## src/design/upc_pkg.sv

```systemverilog
`timescale 1ns / 1ps
`default_nettype none

package upc_pkg;

  localparam int QUEUE_DEPTH = 2;

  // Mode codes.
  localparam logic [2:0] MODE_DEC_QUERY = 3'd0;
  localparam logic [2:0] MODE_DEC_USER  = 3'd1;
  localparam logic [2:0] MODE_DEC_PATH  = 3'd2;
  localparam logic [2:0] MODE_DEC_FRAG  = 3'd3;
  localparam logic [2:0] MODE_ENC_QUERY = 3'd4;
  localparam logic [2:0] MODE_ENC_USER  = 3'd5;
  localparam logic [2:0] MODE_ENC_PATH  = 3'd6;
  localparam logic [2:0] MODE_ENC_FRAG  = 3'd7;

  localparam logic [7:0] CH_PERCENT = 8'h25;
  localparam logic [7:0] CH_PLUS    = 8'h2b;
  localparam logic [7:0] CH_SPACE   = 8'h20;

  // One unit of work handed from the front to the back.
  typedef struct packed {
    logic       esc;
    logic [7:0] data;
    logic       send;
    logic       err;
  } upc_job_t;

  function automatic logic is_alnum(input logic [7:0] c);
    return (c >= 8'h61 && c <= 8'h7a) || (c >= 8'h41 && c <= 8'h5a) ||
           (c >= 8'h30 && c <= 8'h39);
  endfunction

  function automatic logic is_unreserved(input logic [7:0] c);
    logic r;
    case (c) inside
      8'h2d, 8'h2e, 8'h5f: r = 1'b1;
      default:             r = 1'b0;
    endcase
    return is_alnum(c) || r;
  endfunction

  function automatic logic is_basic(input logic [7:0] c);
    logic r;
    case (c) inside
      8'h21, 8'h24, 8'h26, 8'h27, 8'h28, 8'h29, 8'h2a, 8'h2b, 8'h2c,
      8'h3b, 8'h3d:        r = 1'b1;
      default:             r = 1'b0;
    endcase
    return is_unreserved(c) || r;
  endfunction

  function automatic logic is_frag(input logic [7:0] c);
    logic r;
    case (c) inside
      8'h3a, 8'h40, 8'h2f, 8'h3f: r = 1'b1;
      default:                    r = 1'b0;
    endcase
    return is_basic(c) || r;
  endfunction

  function automatic logic enc_allowed(input logic [2:0] mode, input logic [7:0] c);
    logic r;
    case (mode)
      MODE_ENC_QUERY: r = is_unreserved(c);
      MODE_ENC_USER:  r = is_basic(c);
      MODE_ENC_PATH:  r = is_basic(c) || (c == 8'h2f);
      default:        r = is_frag(c);
    endcase
    return r;
  endfunction

  // Returns {valid, value}.
  function automatic logic [4:0] hex_value(input logic [7:0] c);
    logic [4:0] r;
    if (c >= 8'h30 && c <= 8'h39) begin
      r = {1'b1, c[3:0]};
    end else if ((c >= 8'h61 && c <= 8'h66) || (c >= 8'h41 && c <= 8'h46)) begin
      r = {1'b1, c[3:0] + 4'd9};
    end else begin
      r = 5'd0;
    end
    return r;
  endfunction

  function automatic logic [7:0] hex_lower(input logic [3:0] n);
    logic [7:0] r;
    if (n < 4'd10) begin
      r = 8'h30 + {4'h0, n};
    end else begin
      r = 8'h57 + {4'h0, n};
    end
    return r;
  endfunction

endpackage

`default_nettype wire

```

## src/design/url_percent_codec.sv

```systemverilog
// A byte's job passes the job queue, then the output stage, which offers its first word.
// Throughput: one byte per cycle when each byte yields at most one word and the output does
// not stall; a percent-encoded byte holds the single output port for its three words, and
// the job queue between classifier and word generator absorbs short stalls on either side.
// Reset (synchronous, active high) closes any open escape, ends discarding and empties
// the queue and the output stage.
`timescale 1ns / 1ps
`default_nettype none

module url_percent_codec #(
  parameter int QUEUE_DEPTH = upc_pkg::QUEUE_DEPTH
) (
  input  wire logic       clk,
  input  wire logic       rst,
  input  wire logic       in_valid,
  output logic            in_ready,
  input  wire logic [2:0] mode,
  input  wire logic [7:0] byte_in,
  input  wire logic       last,
  output logic            out_valid,
  input  wire logic       out_ready,
  output logic [7:0]      byte_out,
  output logic            run_end,
  output logic            string_end,
  output logic            error
);
  import upc_pkg::*;

  upc_job_t push_job, head;
  logic     push, pop, space_ok, nonempty;

  upc_front u_front (
    .clk      (clk),
    .rst      (rst),
    .in_valid (in_valid),
    .in_ready (in_ready),
    .mode     (mode),
    .byte_in  (byte_in),
    .last     (last),
    .space_ok (space_ok),
    .push     (push),
    .job      (push_job)
  );

  upc_queue #(
    .DEPTH (QUEUE_DEPTH)
  ) u_queue (
    .clk      (clk),
    .rst      (rst),
    .push     (push),
    .push_job (push_job),
    .space_ok (space_ok),
    .pop      (pop),
    .nonempty (nonempty),
    .head     (head)
  );

  upc_back u_back (
    .clk        (clk),
    .rst        (rst),
    .job_avail  (nonempty),
    .job_in     (head),
    .pop        (pop),
    .out_valid  (out_valid),
    .out_ready  (out_ready),
    .byte_out   (byte_out),
    .run_end    (run_end),
    .string_end (string_end),
    .error      (error)
  );

endmodule

`default_nettype wire

```

## src/design/upc_front.sv

```systemverilog
`timescale 1ns / 1ps
`default_nettype none

module upc_front (
  input  wire logic               clk,
  input  wire logic               rst,
  input  wire logic               in_valid,
  output logic                    in_ready,
  input  wire logic [2:0]         mode,
  input  wire logic [7:0]         byte_in,
  input  wire logic               last,
  input  wire logic               space_ok,
  output logic                    push,
  output upc_pkg::upc_job_t       job
);
  import upc_pkg::*;

  localparam logic [1:0] PH_IDLE = 2'd0;
  localparam logic [1:0] PH_HIGH = 2'd1;
  localparam logic [1:0] PH_LOW  = 2'd2;

  logic [1:0] phase, phase_next;
  logic [3:0] high_nibble, high_nibble_next;
  logic       discarding, discarding_next;
  logic       res_valid;
  logic [4:0] hv;
  logic       accept;

  assign in_ready = space_ok;
  assign accept   = in_valid && in_ready;
  assign push     = accept && res_valid;
  assign hv       = hex_value(byte_in);

  always_comb begin
    phase_next       = phase;
    high_nibble_next = high_nibble;
    discarding_next  = discarding;
    res_valid        = 1'b0;
    job              = '0;
    job.data         = byte_in;
    job.send         = last;

    if (discarding) begin
      if (last) begin
        discarding_next  = 1'b0;
        phase_next       = PH_IDLE;
        high_nibble_next = 4'h0;
      end
    end else if (phase == PH_HIGH) begin
      if (!hv[4] || last) begin
        res_valid = 1'b1;
      end else begin
        high_nibble_next = hv[3:0];
        phase_next       = PH_LOW;
      end
    end else if (phase == PH_LOW) begin
      res_valid = 1'b1;
      if (hv[4]) begin
        job.data         = {high_nibble, hv[3:0]};
        phase_next       = PH_IDLE;
        high_nibble_next = 4'h0;
      end
    end else if (!mode[2]) begin
      if (byte_in == CH_PERCENT) begin
        if (last) begin
          res_valid = 1'b1;
        end else begin
          phase_next = PH_HIGH;
        end
      end else begin
        res_valid = 1'b1;
        if (mode == MODE_DEC_QUERY && byte_in == CH_PLUS) begin
          job.data = CH_SPACE;
        end
      end
    end else begin
      res_valid = 1'b1;
      job.esc   = !enc_allowed(mode, byte_in);
    end

    // Error cases all produce the same single error word and reset the escape.
    if (!discarding && res_valid &&
        ((phase == PH_HIGH) || (phase == PH_LOW && !hv[4]) ||
         (phase == PH_IDLE && !mode[2] &&
          ((byte_in == CH_PERCENT) ||
           (mode == MODE_DEC_USER && !is_basic(byte_in)) ||
           (mode == MODE_DEC_FRAG && !is_frag(byte_in)))))) begin
      job.esc          = 1'b0;
      job.data         = 8'h00;
      job.send         = 1'b1;
      job.err          = 1'b1;
      phase_next       = PH_IDLE;
      high_nibble_next = 4'h0;
      discarding_next  = !last;
    end
  end

  always_ff @(posedge clk) begin
    if (rst) begin
      phase       <= PH_IDLE;
      high_nibble <= 4'h0;
      discarding  <= 1'b0;
    end else if (accept) begin
      phase       <= phase_next;
      high_nibble <= high_nibble_next;
      discarding  <= discarding_next;
    end
  end

endmodule

`default_nettype wire

```

## src/design/upc_queue.sv

```systemverilog
`timescale 1ns / 1ps
`default_nettype none

module upc_queue #(
  parameter int DEPTH = upc_pkg::QUEUE_DEPTH
) (
  input  wire logic               clk,
  input  wire logic               rst,
  input  wire logic               push,
  input  wire upc_pkg::upc_job_t  push_job,
  output logic                    space_ok,
  input  wire logic               pop,
  output logic                    nonempty,
  output upc_pkg::upc_job_t       head
);
  import upc_pkg::*;

  localparam int PTR_W = (DEPTH > 1) ? $clog2(DEPTH) : 1;
  localparam int CNT_W = $clog2(DEPTH + 1);

  upc_job_t         entries [DEPTH];
  logic [PTR_W-1:0] wptr, rptr;
  logic [CNT_W-1:0] count;

  assign space_ok = (count != CNT_W'(DEPTH));
  assign nonempty = (count != '0);
  assign head     = entries[rptr];

  always_ff @(posedge clk) begin
    if (push) begin
      entries[wptr] <= push_job;
    end
  end

  always_ff @(posedge clk) begin
    if (rst) begin
      wptr  <= '0;
      rptr  <= '0;
      count <= '0;
    end else begin
      if (push) begin
        wptr <= (wptr == PTR_W'(DEPTH - 1)) ? '0 : wptr + PTR_W'(1);
      end
      if (pop) begin
        rptr <= (rptr == PTR_W'(DEPTH - 1)) ? '0 : rptr + PTR_W'(1);
      end
      if (push && !pop) begin
        count <= count + CNT_W'(1);
      end else if (pop && !push) begin
        count <= count - CNT_W'(1);
      end
    end
  end

endmodule

`default_nettype wire

```

## src/design/upc_back.sv

```systemverilog
`timescale 1ns / 1ps
`default_nettype none

module upc_back (
  input  wire logic               clk,
  input  wire logic               rst,
  input  wire logic               job_avail,
  input  wire upc_pkg::upc_job_t  job_in,
  output logic                    pop,
  output logic                    out_valid,
  input  wire logic               out_ready,
  output logic [7:0]              byte_out,
  output logic                    run_end,
  output logic                    string_end,
  output logic                    error
);
  import upc_pkg::*;

  localparam logic [1:0] STEP_PCT = 2'd0;
  localparam logic [1:0] STEP_HI  = 2'd1;
  localparam logic [1:0] STEP_LO  = 2'd2;

  upc_job_t   cur;
  logic [1:0] step;
  logic       final_word;

  assign final_word = !cur.esc || (step == STEP_LO);
  assign pop        = job_avail && (!out_valid || (out_ready && final_word));

  always_comb begin
    byte_out   = cur.data;
    run_end    = 1'b1;
    string_end = cur.send;
    error      = cur.err;
    if (cur.esc) begin
      unique case (step)
        STEP_PCT: begin
          byte_out   = CH_PERCENT;
          run_end    = 1'b0;
          string_end = 1'b0;
        end
        STEP_HI: begin
          byte_out   = hex_lower(cur.data[7:4]);
          run_end    = 1'b0;
          string_end = 1'b0;
        end
        default: byte_out = hex_lower(cur.data[3:0]);
      endcase
    end
  end

  always_ff @(posedge clk) begin
    if (pop) begin
      cur <= job_in;
    end
  end

  always_ff @(posedge clk) begin
    if (rst) begin
      out_valid <= 1'b0;
      step      <= STEP_PCT;
    end else if (pop) begin
      out_valid <= 1'b1;
      step      <= STEP_PCT;
    end else if (out_valid && out_ready) begin
      if (final_word) begin
        out_valid <= 1'b0;
        step      <= STEP_PCT;
      end else begin
        step <= step + 2'd1;
      end
    end
  end

endmodule

`default_nettype wire

```

## config.mk

```make
export PLATFORM = sky130hd
export DESIGN_NAME = url_percent_codec
export DESIGN_NICKNAME = d
export VERILOG_FILES = /design/src/design/upc_pkg.sv /design/src/design/url_percent_codec.sv /design/src/design/upc_front.sv /design/src/design/upc_queue.sv /design/src/design/upc_back.sv
export SDC_FILE = /design/constraint.sdc
export NUM_CORES = 1
export LEC_CHECK = 0
export BUFFER_PORTS_ARGS = -buffer_cell sky130_fd_sc_hd__buf_2
export CORE_MARGIN = 10
export CORE_UTILIZATION = 60
export CTS_CLUSTER_DIAMETER = 150
export DETAILED_ROUTE_END_ITERATION = 6
export GPL_ROUTABILITY_DRIVEN = 0
export PLACE_DENSITY_LB_ADDON = 0.2
export SLEW_MARGIN = 15
export SYNTH_ARGS = -nofsm -noshare
export SYNTH_HDL_FRONTEND = slang
export SYNTH_SLANG_ARGS = --single-unit
export TNS_END_PERCENT = 1
```

## constraint.sdc

```tcl
create_clock -name clk -period 8.34 [get_ports clk]
set_input_delay 2.085 -clock clk [delete_from_list [all_inputs] [get_ports clk]]
set_output_delay 2.085 -clock clk [all_outputs]
set_load 0.02 [all_outputs]
```

# Yosys cells after proc, flatten, opt, wreduce, memory -nomap -nowiden
# Memories as Yosys holds them, arrays and structs flattened. A register that Yosys moved wholly into a read port is not among the register bits.
# Cells that the tools add are included.
[totals] reg_bits=14 ram_bits=22 inputBits=16 output_inout_bits=13 wordCells=240 n_memories=1
[mem_list] name="u_queue.entries" words=2 word_bits=11 read_ports=1 rd_ports_with_merged_regs=1 write_ports=1 line="upc_queue.sv:21" text="upc_job_t entries [DEPTH];"
[classes] addsub=10 order_cmp=10 n_eq_ne=34 muxes=105 n_reduce_logical=72
[ops] op="8-bit by 6-bit == test with 1-bit output (second input constant)" count=17
[ops] op="1-bit two-way mux" count=70
[ops] op="8-bit two-way mux" count=8
[ops] op="8-bit by 7-bit <= comparator with 1-bit output (second input constant)" count=4
[ops] op="4-bit two-way mux" count=7
[ops] op="2-bit two-way mux" count=13
[ops] op="1-bit logical OR" count=22
[ops] op="1-bit logical AND" count=20
[ops] op="9-bit two-way mux" count=2
[ops] op="7-bit by 4-bit adder with 8-bit output (first input constant)" count=2
[ops] op="8-bit by 7-bit == test with 1-bit output (second input constant)" count=2
[ops] op="8-bit by 7-bit >= comparator with 1-bit output (second input constant)" count=2
[ops] op="8-bit case mux with 2 select lines" count=1
[ops] op="6-bit by 4-bit adder with 7-bit output (first input constant)" count=2
[ops] op="1-bit zero test" count=11
[ops] op="11-bit two-way mux" count=1
[ops] op="11-bit OR reduction" count=1
[ops] op="5-bit two-way mux" count=2
[ops] op="5-bit by 1-bit inequality test with 1-bit output (second input constant)" count=2
[ops] op="3-bit == test (second input constant)" count=3
[ops] op="8-bit by 6-bit >= comparator with 1-bit output (second input constant)" count=1
[ops] op="8-bit by 6-bit <= comparator with 1-bit output (second input constant)" count=1
[ops] op="4-bit less-than comparator (second input constant)" count=2
[ops] op="2-bit nonzero test" count=4
[ops] op="23 further kinds" count=31

# Depth between registers and ports, before layout
# Gate-level depths: netlist (run 1).
[depth] word_depth=22 ltp_mapped=12 depth_no_buf=11

# Hierarchy
# Synthesis (run 1) repeated with hierarchy kept, for this count alone.
[hier_totals] cells_unflattened=303 hier_area_um2=3044.2
[modules_own_cells] module="upc_front" n_inst=1 cells_each=163 area_per_inst_um2=1229.9 seq_area_each_um2=140.1
[modules_own_cells] module="upc_queue" n_inst=1 cells_each=56 area_per_inst_um2=997.2 seq_area_each_um2=760.7
[modules_own_cells] module="upc_back" n_inst=1 cells_each=84 area_per_inst_um2=817.0 seq_area_each_um2=390.4

# Worst setup path after synthesis (run 1)
# No wires, ideal clock.
[synth_path] path_kind="input to register" start="input port byte_in[1]" end="memory u_queue.entries[0][0] (netlist name) (enable)" setup_time_ns=0.408 arrival_ns=4.295 t_required_ns=7.932 setup_slack_ns=3.637 stages=7 path_buffers=1 path_cell_list="inv_1 > ha_1 > clkbuf_1 > o2111a_1 > o211ai_1 > o31ai_1 > nor4_1"
[synth_via] elab_chain_len=13 elab_cells_between_ends=24 classes_between="order compare: 6; eq/ne: 1; mux: 10; reduce/logical: 7"
[synth_lines] element="start: declaration" line="url_percent_codec.sv:18" text="input wire logic [7:0] byte_in,"
[synth_lines] element="8-bit by 7-bit >= comparator with 1-bit output or 8-bit by 7-bit <= comparator with 1-bit output (tied branches)" line="upc_pkg.sv:79" text="end else if ((c >= 8'h61 && c <= 8'h66) || (c >= 8'h41 && c <= 8'h46)) begin"
[synth_lines] element="1-bit logical AND" line="upc_pkg.sv:79"
[synth_lines] element="1-bit logical OR" line="upc_pkg.sv:79"
[synth_lines] element="5-bit two-way mux" line="upc_pkg.sv:79"
[synth_lines] element="5-bit two-way mux" line="upc_pkg.sv:77" text="if (c >= 8'h30 && c <= 8'h39) begin"
[synth_lines] element="1-bit zero test" line="upc_front.sv:50" text="if (!hv[4] || last) begin"
[synth_lines] element="1-bit logical OR" line="upc_front.sv:50"
[synth_lines] element="1-bit two-way mux" line="upc_front.sv:50"
[synth_lines] element="1-bit two-way mux (*)" line="upc_front.sv:49" text="end else if (phase == PH_HIGH) begin"
[synth_lines] element="1-bit two-way mux (*)" line="upc_front.sv:43" text="if (discarding) begin"
[synth_lines] element="1-bit logical AND (*)" line="upc_front.sv:31" text="assign push = accept && res_valid;"
[synth_lines] element="1-bit two-way mux (*)" line="upc_queue.sv:30" text="if (push) begin"
[synth_lines] element="1-bit two-way mux (not written as such) (*)" line="upc_queue.sv:31" text="entries[wptr] <= push_job;"
[synth_lines] element="end: declaration" line="upc_queue.sv:21"
# Mark *: on every way between the ends. The rest lies on a longest branch, timed or not.

==> key figures, run 1 <==
Run status
  – Status: complete, no violations

Layout
  – Layout cells sized above 1: 0.184
  – Final-stage net count: ~360
  – Antenna diodes: 0
  – Post-Layout Cell Count: just under 400
  – Utilization after layout: 0.690
  – P&R area growth vs syn: 10.8%
  – Final Cell Area: approximately 3300 um2
  – Filler instances: between 300 and 400

Run
  – # Max-Cap Violations: 0

Floorplanning
  – Initial Utilization: 0.623
  – Die Area: just over 8000 um2
  – CORE AREA: 4720 um2
  – IO Pins: 29
  – Die width: 90.0 um
  – Rows: 25
  – Chip Height: 90.0 um

Synth
  – Post-synthesis instance area: between 2000 and 3000 um2
  – Synth Instances: 305
  – Warnings from Yosys: 0
  – Yosys top cell by area: edfxtp_1
  – Most used flip-flop cell after synthesis: edfxtp_1
  – Seq cells post-synth: 47
  – Sequential area share after synthesis: 0.432
  – Synth area leaders: edfxtp_1, dfxtp_1, ha_1, mux2_2, a21oi_1
  – Async S/R FF share, synth: 0
  – Post-synth top area share: 0.337
  – Unique masters post-synth: just over 60
  – Post-Synthesis Mean Instance Area: ~9.6 um2
  – Number of synthesized flops with an enable pin: 33
  – Mapped Nets: around 330

Clock tree
  – CTS Root Cell: clkbuf_8
  – # hold bufs at CTS: 0
  – Max Buffers Root-to-Sink: 2
  – Htree depth: 2
  – Post_cts resized: 0
  – Number of setup buffers added after CTS: 0
  – CTS tree: built
  – # clock sinks: 47
  – Cts bufs inserted: 5
  – CTS clk-pin slew, worst paths: ~0.08 ns
  – Clk Latency, worst-skew pair: 0.29 ns

Timing
  – Period utilisation layout: 0.556
  – Relative slew slack: 0.446
  – Fmax: between 0.2 and 0.25 GHz
  – Setup TNS: 0 ns
  – Slew @ Worst Pin: approximately 0.82 ns
  – RSZ-0062 raised after global routing: no
  – Setup-failing EPs final: 0
  – Final worst setup slack: ~3.7 ns
  – Tmin final: 4.64 ns
  – Slew Limit Fails: 0
  – Skew final: around 0.0024 ns
  – Final hold violation count: 0

Routing
  – DRC: 0
  – Vias post-DR: roughly 2400
  – Vias/cell: 6.12
  – Router iterations before antenna repair: 4
  – Wirelength per Cell: approximately 16 um
  – Total Wirelength: around 6.3 mm
  – Post-route ant nets: 0
  – DRT iter0 DRCs: about 110

Worst setup path
  – Slowest stage delay, CP: between 0.4 and 0.5 ns
  – CP max FO: 18
  – Worst path cell trace: buf_2 > inv_1 > ha_1 > or4b_4 > o311a_1 > a211oi_2 > nand4_1 > a2111oi_2 > o31a_2 > nor2_1
  – Max stage delay cell, worst path: or4b_4
  – WS Path Type: input pin to register
  – CP Data Arrival Time: between 4 and 5 ns
  – Data required, critical path: approximately 8.4 ns
  – Startpoint types: input pin
  – Critical Path Sink Type: register

Placement
  – Placed cells: 390
  – Port bufs: 28
  – Placed cell areas: ~3100 um2
  – HPWL Detailed: 4.75 mm
  – Pre-CTS WS: between 3 and 4 ns

GRT
  – Initial antenna violation count: 0
  – Largest net degree at the start of global routing: 22
  – Total grt overflow: 0
  – Vias in the first global route: approximately 2400
  – First-pass GRT wire length: between 10 and 15 mm
  – GR Util All Layers: 0.149

Power
  – Cell leakage power: between 1 and 1.5 nW
  – P per Cell Area: 258 nW/um2
  – Peak VDD IR: between 0.1 and 0.15 mV

Worst hold path
  – HP Class: register to register
==> critical path, delay by kind of cell <==
| kind | cells | cell delay, ns |
|---|---|---|
| buffers and inverters | 2 | 0.30 |
| AND/OR/NAND/NOR | 3 | 0.82 |
| adder cells (fa/ha/maj) | 1 | 0.23 |
| AO/OA/AOI/OAI | 4 | 1.23 |
==> layer usage <==
layer  vias to the layer above  routed length (um)  track usage
li1                       1190                   -            -
met1                      1132                2630        0.167
met2                        97                3260        0.272
met3                        15                 331       0.0283
met4                         0                 121       0.0570
met5                         -                   0            0
==> through the flow <==
stage | hold slack [ns] | total power, mW
2_1_floorplan | 0.463 | 0.574
3_3_place_gp | 0.469 | 0.653
3_5_place_dp | 0.479 | 0.665
4_1_cts | 0.494 | 0.844
5_1_grt | 0.506 | 0.889
6_report | 0.496 | 0.840
==> report_power, final <==
group	internal (mW)	switching (mW)	leakage (nW)
Sequential	0.320	0.0496	0.425
Combinational	0.117	0.174	0.723
Clock	0.108	0.0729	0.0636
==> final timing paths <==
path                    start                     to  slack (ns)  depth (start not counted)
max                byte_in[0]  u_queue.entries[1][8]        3.70                         10
min          u_back.out_valid       u_back.out_valid        0.50                          2
max reg2reg  u_front.phase[0]       u_queue.count[1]        6.00                          7
min reg2reg  u_back.out_valid       u_back.out_valid        0.50                          2
==> cells by family after synthesis <==
kind of cell | Yosys count | synth area share
buf+inv | 35 | 0.0480
compound gates | 85 | 0.209
simple gates | 106 | 0.189
xor+xnor | 6 | 0.0179
flops | 47 | 0.432
fa+ha+maj | 13 | 0.0553
mux | 13 | 0.0489
==> flip-flops by register name (all words and copies together) (netlist names) <==
signal	flops
u_queue.entries	22
u_back.cur	10
u_front.high_nibble	4
u_back.step	2
u_front.phase	2
u_queue.count	2
u_back.error	1
u_back.out_valid	1
u_front.discarding	1
u_queue.rptr	1
u_queue.wptr	1
==> synth_stat cells, types with 3 or more instances <==
master and count:
a22o_1 3, nand2b_1 6, o21ai_0 15, a21oi_1 20, nand3b_1 4, nor2_1 26
nand3_1 4, nor3_1 11, a31oi_1 6, and2_1 3, dfxtp_1 14, o21bai_1 3
nand2_1 25, inv_1 23, nor3b_1 5, ha_1 13, xnor2_1 4, nor2b_1 5
edfxtp_1 33, clkbuf_1 8, nand4_1 3, mux2_2 11, a22oi_1 5
==> layout make-up <==
cell class              count  area (um2)  share of cell area
clock buffers               7        97.6              0.0299
clock inverters             1        30.0             0.00921
inverters                  23        86.3              0.0265
multi-input cells         223        1540               0.471
flip-flops and latches     47        1270               0.390
well taps                  67        83.8              0.0257
repair buffers             30         155              0.0476
==> cells in the final DEF (no fill, tap or decap), types with 3 or more instances in the layout <==
| cell type | Yosys | layout |
|---|---|---|
| buf_2 | 2 | 28 |
| nand2_1 | 25 | 25 |
| inv_1 | 23 | 23 |
| nand2b_1 | 6 | 6 |
| a21oi_1 | 20 | 20 |
| o21ai_0 | 15 | 15 |
| nor2_1 | 26 | 26 |
| nand3b_1 | 4 | 4 |
| a22o_1 | 3 | 3 |
| nor3b_1 | 5 | 5 |
| mux2_2 | 11 | 11 |
| a31oi_1 | 6 | 6 |
| nand4_1 | 3 | 3 |
| a22oi_1 | 5 | 5 |
| dfxtp_1 | 14 | 14 |
| xnor2_1 | 4 | 4 |
| edfxtp_1 | 33 | 33 |
| nand3_1 | 4 | 4 |
| and2_1 | 3 | 3 |
| ha_1 | 13 | 13 |
| clkbuf_8 | 0 | 5 |
| o21bai_1 | 3 | 3 |
| nor3_1 | 11 | 11 |
| nor2b_1 | 5 | 5 |
Note: power is estimated with default switching activity, not from simulation.
==> run 2, diff against run 1 <==
Settings changed: ABC_AREA set to 1, CORE_UTILIZATION 60 to 54.
Clock period 8.34 ns to 3.9 ns, I/O delays scaled along.
==> run 2 against run 1 <==
Against the previous run:
- cell count increased by 31%
- sequential share of layout area down 1.7 points
- register-to-register slack worse by 4.4 ns
- critical endpoint is now u_queue.count[1]
==> key figures, run 2 <==
Clock tree
  – CTS clk-pin slew, worst paths: about 0.09 ns
  – CTS tree: built
  – CTS Root Cell: clkbuf_8
  – # clock sinks: 47
  – Post_cts resized: 0
  – # hold bufs at CTS: 0
  – Number of setup buffers added after CTS: 0
  – Clk Latency, worst-skew pair: roughly 0.30 ns
  – Cts bufs inserted: 5
  – Max Buffers Root-to-Sink: 2
  – Htree depth: 2

Timing
  – Tmin final: 3.17 ns
  – Period utilisation layout: 0.813
  – Setup TNS: 0 ns
  – Skew final: roughly 0.013 ns
  – Slew Limit Fails: 0
  – Fmax: 0.315 GHz
  – Setup-failing EPs final: 0
  – Relative slew slack: 0.694
  – Final hold violation count: 0
  – Final worst setup slack: ~0.73 ns
  – Slew @ Worst Pin: ~0.45 ns
  – RSZ-0062 raised after global routing: no

GRT
  – Initial antenna violation count: 0
  – First-pass GRT wire length: approximately 11 mm
  – Vias in the first global route: 2570
  – Largest net degree at the start of global routing: 16
  – Total grt overflow: 0
  – GR Util All Layers: 0.148

Worst setup path
  – Critical Path Sink Type: register
  – WS Path Type: input pin to register
  – Startpoint types: input pin
  – CP max FO: 9
  – CP Data Arrival Time: 3.36 ns
  – Data required, critical path: ~4.1 ns

Layout
  – Layout cells sized above 1: 0.133
  – Top reg by flops: u_queue.entries
  – Final Cell Area: 3410 um2
  – Max FFs per register: 22
  – Largest registers: u_queue.entries x22, u_back.cur x10, u_front.high_nibble x4
  – Commonest cells after routing, fill and taps aside: nand2_1, inv_1, nor2_1
  – Antenna diodes: 0
  – Post-Layout Cell Count: between 500 and 600
  – P&R area growth vs syn: 10.5%
  – Final-stage net count: between 400 and 500
  – Commonest non-fill, non-tap cell in the layout: nand2_1

Synth
  – Largest family of logic cells by synthesized area: simple AND/OR/NAND/NOR gates
  – Sequential area share after synthesis: 0.412
  – Post-Synthesis Mean Instance Area: 7.36 um2
  – Synth area leaders: edfxtp_1, nand2_1, dfxtp_1, inv_1, nor2_1
  – Post-synthesis compound-gate area fraction: 0.113
  – Mapped Nets: 448
  – Seq cells post-synth: 47
  – Mux cell area share after synthesis: 0
  – Warnings from Yosys: 0
  – Post-synth top area share: 0.321
  – Number of synthesized flops with an enable pin: 33
  – Adder-Cell Fraction of Synth Area: 0.0527
  – Synth Instances: 419
  – Post-synthesis instance area: 3080 um2
  – Unique masters post-synth: 43
  – Yosys top cell by area: edfxtp_1
  – Most frequent cells after synthesis: nand2_1, inv_1, nor2_1, edfxtp_1, nand3_1
  – Synth Area in Simple Gates: 0.328
  – Async S/R FF share, synth: 0
  – Most used flip-flop cell after synthesis: edfxtp_1
  – Top-count cell post-synth: nand2_1
  – Post-Synth XOR/XNOR Area: 0.00284

Floorplanning
  – Initial Utilization: 0.557
  – Rows: 27
  – Die width: around 96 um
  – Chip Height: around 96 um
  – IO Pins: 29
  – CORE AREA: ~5500 um2
  – Die Area: 9130 um2

Power
  – P per Cell Area: 703 nW/um2
  – Peak VDD IR: roughly 0.33 mV
  – Cell leakage power: between 1.5 and 2 nW

Run status
  – Status: complete, no violations

Routing
  – Total Wirelength: between 6 and 7 mm
  – Vias post-DR: 2762
  – Vias/cell: between 5 and 6
  – Wirelength per Cell: between 10 and 15 um
  – Post-route ant nets: 0
  – DRC: 0
  – DRT iter0 DRCs: 138
  – Router iterations before antenna repair: 4

Placement
  – Placed cells: 515
  – Port bufs: 28
  – Pre-CTS WS: approximately 0.49 ns
  – Placed cell areas: 3300 um2
  – HPWL Detailed: approximately 5.3 mm

Run
  – # Max-Cap Violations: 0

Worst hold path
  – HP Class: register to register
[run 2: power breakdown]
part,internal [mW],leakage [nW],switching [mW],total [mW]
logic,0.360,1.10,0.757,1.12
clock network,0.191,0.0581,0.158,0.349
registers,0.817,0.428,0.113,0.930
total,1.37,1.59,1.03,2.40
[run 2: worst max-delay path, stage by stage]
cell	delay, ns
buf_2	0.14
inv_1	0.13
ha_1	0.26
inv_1	0.07
o21ai_0	0.14
nand2_1	0.07
nand2_1	0.05
nand2_1	0.12
nand2_2	0.20
nand2_1	0.07
nand3_1	0.08
nand2_2	0.08
nand2_1	0.11
inv_1	0.06
ha_1	0.32
a21oi_1	0.12
o21ai_0	0.12
o21ai_0	0.19
a21oi_1	0.06
[run 2: layout make-up]
type | instances | area [um2]
multi-input combinational | 301 | 1530
inverter | 65 | 246
sequential | 47 | 1270
tap | 72 | 90.1
timing repair buffer | 30 | 155
clock buffer | 5 | 68.8
clock inverter | 3 | 43.8
fill | 523 | 2130
[run 2: cell families (layout without fill, tap and decap cells)]
group,count (synthesis),after routing
flip-flops,47,47
XOR/XNOR,1,1
AND/OR/NAND/NOR,228,228
buffers and inverters,71,103
AO/OA/AOI/OAI,59,59
adder cells (fa/ha/maj),13,13
[run 2: through the flow]
| step | power, mW | utilization | hold WS (ns) |
|---|---|---|---|
| after global placement | 2.01 | 0.595 | 0.468 |
| after global routing | 2.60 | 0.615 | 0.518 |
| after detailed placement | 2.05 | 0.595 | 0.478 |
| after floorplan | 1.75 | - | 0.452 |
| after CTS | 2.40 | 0.615 | 0.493 |
| final | 2.40 | 0.615 | 0.497 |
[run 2: final timing paths]
check	start	endpoint	slack [ns]	cells past startpoint
hold reg to reg	u_back.step[0]	u_back.step[0]	0.50	2
hold / removal	u_back.step[0]	u_back.step[0]	0.50	2
setup / recovery	byte_in[0]	u_queue.count[1]	0.73	19
setup reg to reg	u_back.cur[10]	u_queue.count[1]	1.65	11
[run 2: metal layers]
metal	track usage	vias up	part of all wire
met4	0.0614	0	0.022
met2	0.281	69	0.52
li1	-	1438	-
met5	0	-	0
met1	0.156	1243	0.42
met3	0.0251	12	0.044
